File: src/afbt_pkg.sv
// Shared types and constants for the address-sorted free-block table.
`timescale 1ns / 1ps
package afbt_pkg;
    localparam int unsigned AddrW = 32;
    localparam int unsigned SizeW = 32;

    typedef enum logic [2:0] {
        OP_INSERT  = 3'd0,
        OP_TAKE    = 3'd1,
        OP_REMOVE  = 3'd2,
        OP_LOOKUP  = 3'd3,
        OP_PAIRS   = 3'd4,
        OP_PARTNER = 3'd5,
        OP_CLEAR   = 3'd6,
        OP_NOP     = 3'd7
    } opcode_t;

    typedef enum logic [1:0] {
        ST_OK       = 2'd0,
        ST_NOTFOUND = 2'd1,
        ST_FULL     = 2'd2,
        ST_RSVD     = 2'd3
    } status_t;

    typedef struct packed {
        logic [AddrW-1:0] addr;
        logic [SizeW-1:0] size;
    } entry_t;
endpackage

File: src/afbt_cell.sv
// One table cell: holds one entry and takes its neighbor's entry on each shift.
`timescale 1ns / 1ps
module afbt_cell (
    input  logic              aclk,
    input  logic              shift_en,
    input  afbt_pkg::entry_t  entry_in,
    output afbt_pkg::entry_t  entry_out
);
    afbt_pkg::entry_t entry_reg;

    always_ff @(posedge aclk) begin
        if (shift_en) begin
            entry_reg <= entry_in;
        end
    end

    assign entry_out = entry_reg;
endmodule

File: src/address_sorted_free_block_table_core.sv
// Top level of the address-sorted free-block table: a rotating ring of entry cells.
`timescale 1ns / 1ps
// The table is a ring of TABLE_DEPTH cells that rotates by one entry per cycle while an
// operation runs; a sequencer watches the two head cells and rewrites the stream fed back
// into the tail, which inserts, deletes or scans entries in one full turn. Insert, take lowest,
// remove, lookup, count pairs and pair partner each rotate the ring through one full turn;
// clear, the unused opcode and an insert into a full table skip the rotation. One item is in
// work at a time, and its result beat waits in an output register until taken.
module address_sorted_free_block_table_core #(
    parameter int unsigned TABLE_DEPTH = 32
) (
    input  logic        aclk,
    input  logic        aresetn,
    input  logic        s_valid,
    output logic        s_ready,
    input  logic [2:0]  s_opcode,
    input  logic [31:0] s_block_address,
    input  logic [31:0] s_block_size,
    output logic        m_valid,
    input  logic        m_ready,
    output logic [1:0]  m_status,
    output logic [31:0] m_result_address,
    output logic [31:0] m_result_size,
    output logic [4:0]  m_pair_count,
    output logic [5:0]  m_entries_held
);
    localparam int unsigned CW = $clog2(TABLE_DEPTH + 1);
    localparam int unsigned PW = $clog2(TABLE_DEPTH / 2 + 1);
    localparam logic [CW-1:0] DepthC = CW'(TABLE_DEPTH);
    localparam logic [CW-1:0] LastC  = CW'(TABLE_DEPTH - 1);

    typedef enum logic [2:0] {
        S_IDLE = 3'b001,
        S_RUN  = 3'b010,
        S_FIN  = 3'b100
    } state_t;

    state_t state_reg, state_next;
    logic [CW-1:0] cnt_reg, cnt_next;
    logic [CW-1:0] step_reg, step_next;
    afbt_pkg::opcode_t op_reg, op_next;
    logic [31:0] key_reg, key_next, nsize_reg, nsize_next;
    logic done_reg, done_next;
    logic found_reg, found_next;
    logic skip_reg, skip_next;
    logic [PW-1:0] pairs_reg, pairs_next;
    afbt_pkg::entry_t held_reg, held_next, prev_reg, prev_next;
    logic [31:0] raddr_reg, raddr_next, rsize_reg, rsize_next;
    afbt_pkg::status_t stat_reg, stat_next;

    logic m_valid_reg;
    logic [1:0] m_status_reg;
    logic [31:0] m_raddr_reg, m_rsize_reg;
    logic [4:0] m_pairs_reg;
    logic [5:0] m_held_reg;

    afbt_pkg::entry_t ring [TABLE_DEPTH];
    afbt_pkg::entry_t emit;
    logic shift_en;

    for (genvar g = 0; g < TABLE_DEPTH; g++) begin : g_cell
        afbt_cell u_cell (
            .aclk     (aclk),
            .shift_en (shift_en),
            .entry_in ((g == TABLE_DEPTH - 1) ? emit : ring[(g + 1) % TABLE_DEPTH]),
            .entry_out(ring[g])
        );
    end

    afbt_pkg::entry_t head, second;
    logic in_range, next_in_range, head_hit, next_adj, prev_adj, out_free;
    assign head   = ring[0];
    assign second = ring[1];
    assign in_range      = step_reg < cnt_reg;
    assign next_in_range = (step_reg + CW'(1)) < cnt_reg;
    assign head_hit = head.addr == key_reg;
    assign next_adj = (second.addr - head.addr) == head.size;
    assign prev_adj = (head.addr - prev_reg.addr) == prev_reg.size;
    assign shift_en = state_reg == S_RUN;
    assign out_free = !m_valid_reg || m_ready;
    assign s_ready  = state_reg == S_IDLE;

    always_comb begin
        state_next = state_reg;
        cnt_next   = cnt_reg;
        step_next  = step_reg;
        op_next    = op_reg;
        key_next   = key_reg;
        nsize_next = nsize_reg;
        done_next  = done_reg;
        found_next = found_reg;
        skip_next  = skip_reg;
        pairs_next = pairs_reg;
        held_next  = held_reg;
        prev_next  = prev_reg;
        raddr_next = raddr_reg;
        rsize_next = rsize_reg;
        stat_next  = stat_reg;
        emit       = head;
        unique case (state_reg)
            S_IDLE: begin
                if (s_valid) begin
                    op_next    = afbt_pkg::opcode_t'(s_opcode);
                    key_next   = s_block_address;
                    nsize_next = s_block_size;
                    step_next  = '0;
                    done_next  = 1'b0;
                    found_next = 1'b0;
                    skip_next  = 1'b0;
                    pairs_next = '0;
                    raddr_next = '0;
                    rsize_next = '0;
                    stat_next  = afbt_pkg::ST_OK;
                    state_next = S_RUN;
                    case (afbt_pkg::opcode_t'(s_opcode))
                        afbt_pkg::OP_INSERT: begin
                            if (cnt_reg >= DepthC) begin
                                stat_next  = afbt_pkg::ST_FULL;
                                state_next = S_FIN;
                            end
                        end
                        afbt_pkg::OP_CLEAR: begin
                            cnt_next   = '0;
                            state_next = S_FIN;
                        end
                        afbt_pkg::OP_NOP: state_next = S_FIN;
                        default: ;
                    endcase
                end
            end
            S_RUN: begin
                prev_next = head;
                case (op_reg)
                    afbt_pkg::OP_INSERT: begin
                        if (done_reg) begin
                            emit      = held_reg;
                            held_next = head;
                        end else if (!in_range || !(head.addr < key_reg)) begin
                            emit.addr = key_reg;
                            emit.size = nsize_reg;
                            held_next = head;
                            done_next = 1'b1;
                        end
                    end
                    afbt_pkg::OP_TAKE, afbt_pkg::OP_REMOVE: begin
                        if (done_reg) begin
                            emit = second;
                        end else if (in_range && (op_reg == afbt_pkg::OP_TAKE || head_hit)) begin
                            emit       = second;
                            done_next  = 1'b1;
                            found_next = 1'b1;
                            raddr_next = head.addr;
                            rsize_next = head.size;
                        end
                    end
                    afbt_pkg::OP_LOOKUP: begin
                        if (!done_reg && in_range && head_hit) begin
                            done_next  = 1'b1;
                            found_next = 1'b1;
                            rsize_next = head.size;
                        end
                    end
                    afbt_pkg::OP_PAIRS: begin
                        if (skip_reg) begin
                            skip_next = 1'b0;
                        end else if (next_in_range && next_adj) begin
                            skip_next  = 1'b1;
                            pairs_next = pairs_reg + PW'(1);
                        end
                    end
                    afbt_pkg::OP_PARTNER: begin
                        if (!done_reg && in_range && head_hit) begin
                            if (next_in_range && next_adj) begin
                                done_next  = 1'b1;
                                found_next = 1'b1;
                                raddr_next = second.addr;
                            end else if (step_reg != '0 && prev_adj) begin
                                done_next  = 1'b1;
                                found_next = 1'b1;
                                raddr_next = prev_reg.addr;
                            end
                        end
                    end
                    default: ;
                endcase
                step_next = step_reg + CW'(1);
                if (step_reg == LastC) begin
                    state_next = S_FIN;
                    case (op_reg)
                        afbt_pkg::OP_INSERT: cnt_next = cnt_reg + CW'(1);
                        afbt_pkg::OP_TAKE, afbt_pkg::OP_REMOVE: begin
                            if (found_next) begin
                                cnt_next = cnt_reg - CW'(1);
                            end else begin
                                stat_next = afbt_pkg::ST_NOTFOUND;
                            end
                        end
                        afbt_pkg::OP_LOOKUP, afbt_pkg::OP_PARTNER: begin
                            if (!found_next) begin
                                stat_next = afbt_pkg::ST_NOTFOUND;
                            end
                        end
                        default: ;
                    endcase
                end
            end
            S_FIN: begin
                if (out_free) begin
                    state_next = S_IDLE;
                end
            end
            default: state_next = S_IDLE;
        endcase
    end

    always_ff @(posedge aclk) begin
        if (!aresetn) begin
            state_reg   <= S_IDLE;
            cnt_reg     <= '0;
            m_valid_reg <= 1'b0;
        end else begin
            state_reg <= state_next;
            cnt_reg   <= cnt_next;
            if (state_reg == S_FIN && out_free) begin
                m_valid_reg <= 1'b1;
            end else if (m_ready) begin
                m_valid_reg <= 1'b0;
            end
        end
    end

    always_ff @(posedge aclk) begin
        step_reg  <= step_next;
        op_reg    <= op_next;
        key_reg   <= key_next;
        nsize_reg <= nsize_next;
        done_reg  <= done_next;
        found_reg <= found_next;
        skip_reg  <= skip_next;
        pairs_reg <= pairs_next;
        held_reg  <= held_next;
        prev_reg  <= prev_next;
        raddr_reg <= raddr_next;
        rsize_reg <= rsize_next;
        stat_reg  <= stat_next;
        if (state_reg == S_FIN && out_free) begin
            m_status_reg <= stat_reg;
            m_raddr_reg  <= raddr_reg;
            m_rsize_reg  <= rsize_reg;
            m_pairs_reg  <= (32'(pairs_reg) > 32'd31) ? 5'd31 : 5'(pairs_reg);
            m_held_reg   <= (32'(cnt_reg) > 32'd63) ? 6'd63 : 6'(cnt_reg);
        end
    end

    assign m_valid          = m_valid_reg;
    assign m_status         = m_status_reg;
    assign m_result_address = m_raddr_reg;
    assign m_result_size    = m_rsize_reg;
    assign m_pair_count     = m_pairs_reg;
    assign m_entries_held   = m_held_reg;

    a_cnt_bound: assert property (@(posedge aclk) disable iff (!aresetn)
        cnt_reg <= DepthC) else $error("entry count above table depth");
    a_step_bound: assert property (@(posedge aclk) disable iff (!aresetn)
        (state_reg == S_RUN) |-> (step_reg <= LastC)) else $error("rotation overran");
    a_fin_emits: assert property (@(posedge aclk) disable iff (!aresetn)
        (state_reg == S_FIN && out_free) |=> (m_valid && state_reg == S_IDLE))
        else $error("finished item did not produce a result beat");
    a_idle_no_shift: assert property (@(posedge aclk) disable iff (!aresetn)
        (state_reg != S_RUN) |-> !shift_en) else $error("ring moved outside an operation");
endmodule
File: config.mk
export PLATFORM = sky130hd
export DESIGN_NAME = address_sorted_free_block_table_core
export DESIGN_NICKNAME = d
export VERILOG_FILES = /design/src/afbt_pkg.sv /design/src/afbt_cell.sv /design/src/address_sorted_free_block_table_core.sv
export SDC_FILE = /design/constraint.sdc
export NUM_CORES = 2
export LEC_CHECK = 0
export BUFFER_PORTS_ARGS = -buffer_cell sky130_fd_sc_hd__clkbuf_2
export CORE_MARGIN = 4
export CORE_UTILIZATION = 40
export CTS_CLUSTER_DIAMETER = 200
export DETAILED_ROUTE_END_ITERATION = 8
export PLACE_DENSITY_LB_ADDON = 0.1
export SYNTH_ARGS = -nofsm -noshare
export SYNTH_HDL_FRONTEND = slang
export SYNTH_SLANG_ARGS = --single-unit
File: constraint.sdc
create_clock -name aclk -period 132.4 [get_ports aclk]
set_input_delay 13.24 -clock aclk [delete_from_list [all_inputs] [get_ports aclk]]
set_output_delay 13.24 -clock aclk [all_outputs]
set_load 0.005 [all_outputs]
==> metrics.cfg <==
[power]
p_sw_mw=0.313
pwr-share-clk_pct=42.7
combPwrFrac_pct=2.0
p_seq_share_pct=55.3
power_density_nw_per_um2=16.5
p_int_mw=1.24
vdd_drop_max_v=0.0000134
sw_frac_of_total_pct=20.2
p_leak_nw=30.7

[sta]
finalHoldViolCount=0
worst_pin_slew_ns=1.11
fmax_mhz=65.4
rsz0062_at_grt=false
slew_headroom_pct=25.8
fin_setup_tns_ns=0
min_period_ns=15.29
fin_crit_sh_pct=11.5
whs_ns=0.400
setup_viol=0
finClkSkew_ns=0.0387
fin_ws_ns=117.11
drv_slew=0

[drt]
via_per_inst=4.99
drcViolationCount=0
drt_iter0_drc=3417
vias=35588
finalWirelength_um=161000
dr.pass1.iters=5
ant_nets=0
wl_per_cell_um=22.6

[critical_path]
worstPathArrival_ns=2.05
critPathLaunchType=register
cpMaxStageDelayCell=nor3b_1
r2r_slack_ns=125.84
cp-end-kind=primary output
criticalPathCategory=register to primary output
r2r_start=state_reg[0]
crit_chain=nor3b_1, clkbuf_2
required_ns=119.16
slowest_delay_ns=0.58
cp_max_fo=5
critPathLaunch=state_reg[0]

[run_status]
status=finished, final reports clean

[global_route]
overflow=0
grt_usage_pct=15.0
grt_pass1_vias=35341
antenna_found_initial=8
grt_pass1_wl_um=237000
grt_max_degree=212

[clocking]
numCtsBuffers=238
clk_latency_ns=0.88
cts-resized-gates=0
post_cts_buffers=0
cts_tree=done
clockRootBuffer=clkbuf_16
cts-hold-fix-buffers=0
clk_pin_slew_ns=0.06
cts_num_sinks=2410
cts-htree-levels=4
cts_max_path_buffers=3

[worst_hold_path]
holdCritStartpoint=g_cell[25].u_cell.entry_out[29]
min_path_type=register to register

[finish]
design_area_um2=94200
layout.nets=4424
fin_util_pct=46.0
syn_to_final_growth_pct=14.5
drive_above_1_share_pct=12.3
largest_reg_flops=2048

[floorplan]
pin_count=150
die_w_um=461
dieArea_um2=213000
rows=166
start_util_pct=40.2
die_height_um=461
fp.coreArea_um2=205000

[synth]
syn_nets=4067
synth_flop_cell=edfxtp_1
synthTopCellsByCount=2400 x edfxtp_1, 140 x a21oi_1, 127 x inv_1, 111 x ha_1, 100 x nand2_1
async_flop_share_pct=0
synth_enable_flop_cells=2400
synthTopCellsByArea=edfxtp_1 88%, ha_1 1.7%, a21oi_1 0.85%
ys_ff_latch=2410
synth_cells=3882
ys_types=85
netlist_area_um2=82200
synth_seq_area_share_pct=87.9
avgSynthCellArea_um2=21.2
yosysWarnings=0
yosysMostFrequentCell=edfxtp_1
synth_top_area_share_pct=87.6
synth_top_cell_by_area=edfxtp_1

[placement]
placed_area_um2=86400
dp_hpwl_um=98400
port-buffer-count=149
gp_congestion=0.839
dpl_worst_slack_ns=116.92

[job]
maxCapViolations=0

cells in the final DEF (no fill, tap or decap), types with 8 or more instances in the layout:
master and n:
clkbuf_2 149, a211o_1 8, a221o_1 67, nand4_1 42
clkinv_2 25, dfxtp_1 10, and3_1 8, nor2_1 79
xor2_1 37, nand2b_1 14, nand3_1 40, nand2_1 100
clkinv_16 10, mux2i_1 41, bufinv_16 24, nand3b_1 8
a31oi_1 8, inv_1 125, nor3_1 38, buf_4 42
clkinv_1 58, edfxtp_1 2400, clkbuf_16 239, a22o_1 67
xnor2_1 55, a211oi_1 15, o21ai_0 89, a21o_1 49
nor2b_1 8, or3_1 8, clkbuf_1 57, o21a_1 19
nor4_1 14, clkinvlp_4 9, o211ai_1 25, a21oi_1 139
ha_1 111, and2_1 46
critical path, delay by kind of cell, from the launching register on:
family / cells / cell delay, ns
AND/OR/NAND/NOR: 1 / 0.58
buffers and inverters: 1 / 0.23
flip-flops: 1 / 0.36
kinds of logic (layout without fill, tap and decap cells):
family	count (synthesis)	in the layout	share of synthesized area (%)
other cells	0	5	0
flops	2410	2410	87.9
xor+xnor	92	92	0.980
fa+ha+maj	114	114	1.76
buf+inv	205	756	1.04
simple gates	443	443	2.82
mux	46	46	0.568
compound gates	572	572	4.94
per-stage QoR:
stage / power [mW] / std cells
3_5_place_dp: 0.905 / 6687
2_1_floorplan: 0.922 / 3882
3_3_place_gp: 0.905 / 6687
6_report: 1.55 / 7126
4_1_cts: 1.58 / 7121
5_1_grt: 1.61 / 7123
layer usage:
metal  GRT usage, %  vias up  part of all wire (%)
met5              0        -                     0
met4           4.78        0                   2.6
met3           2.67      267                   3.8
met2           22.6      683                    45
met1           22.2    18381                    48
li1               -    16257                     -
power groups by stage:
stage               sequential, mW  clock, mW  combinational [mW]
floorplan                    0.902          0              0.0200
global placement             0.874          0              0.0317
detailed placement           0.873          0              0.0319
CTS                          0.858      0.688              0.0321
global route                 0.858      0.721              0.0347
finish                       0.857      0.662              0.0314
final cells by class:
type / instances / area, um2
Sequential cell: 2410 / 72300
Tap cell: 2688 / 3360
Antenna cell: 5 / 12.5
Inverter: 128 / 490
Clock inverter: 135 / 1530
Clock buffer: 299 / 6240
Multi-Input combinational cell: 1267 / 9150
Timing Repair Buffer: 194 / 1120
Fill cell: 17111 / 110000
path summary, 6_finish.rpt:
path                                endpoint  cells past startpoint
max                                  s_ready                      2
min          g_cell[24].u_cell.entry_out[29]                      0
max reg2reg   g_cell[9].u_cell.entry_out[56]                      8
min reg2reg  g_cell[24].u_cell.entry_out[29]                      0
Power figures use the tool's default switching activity.
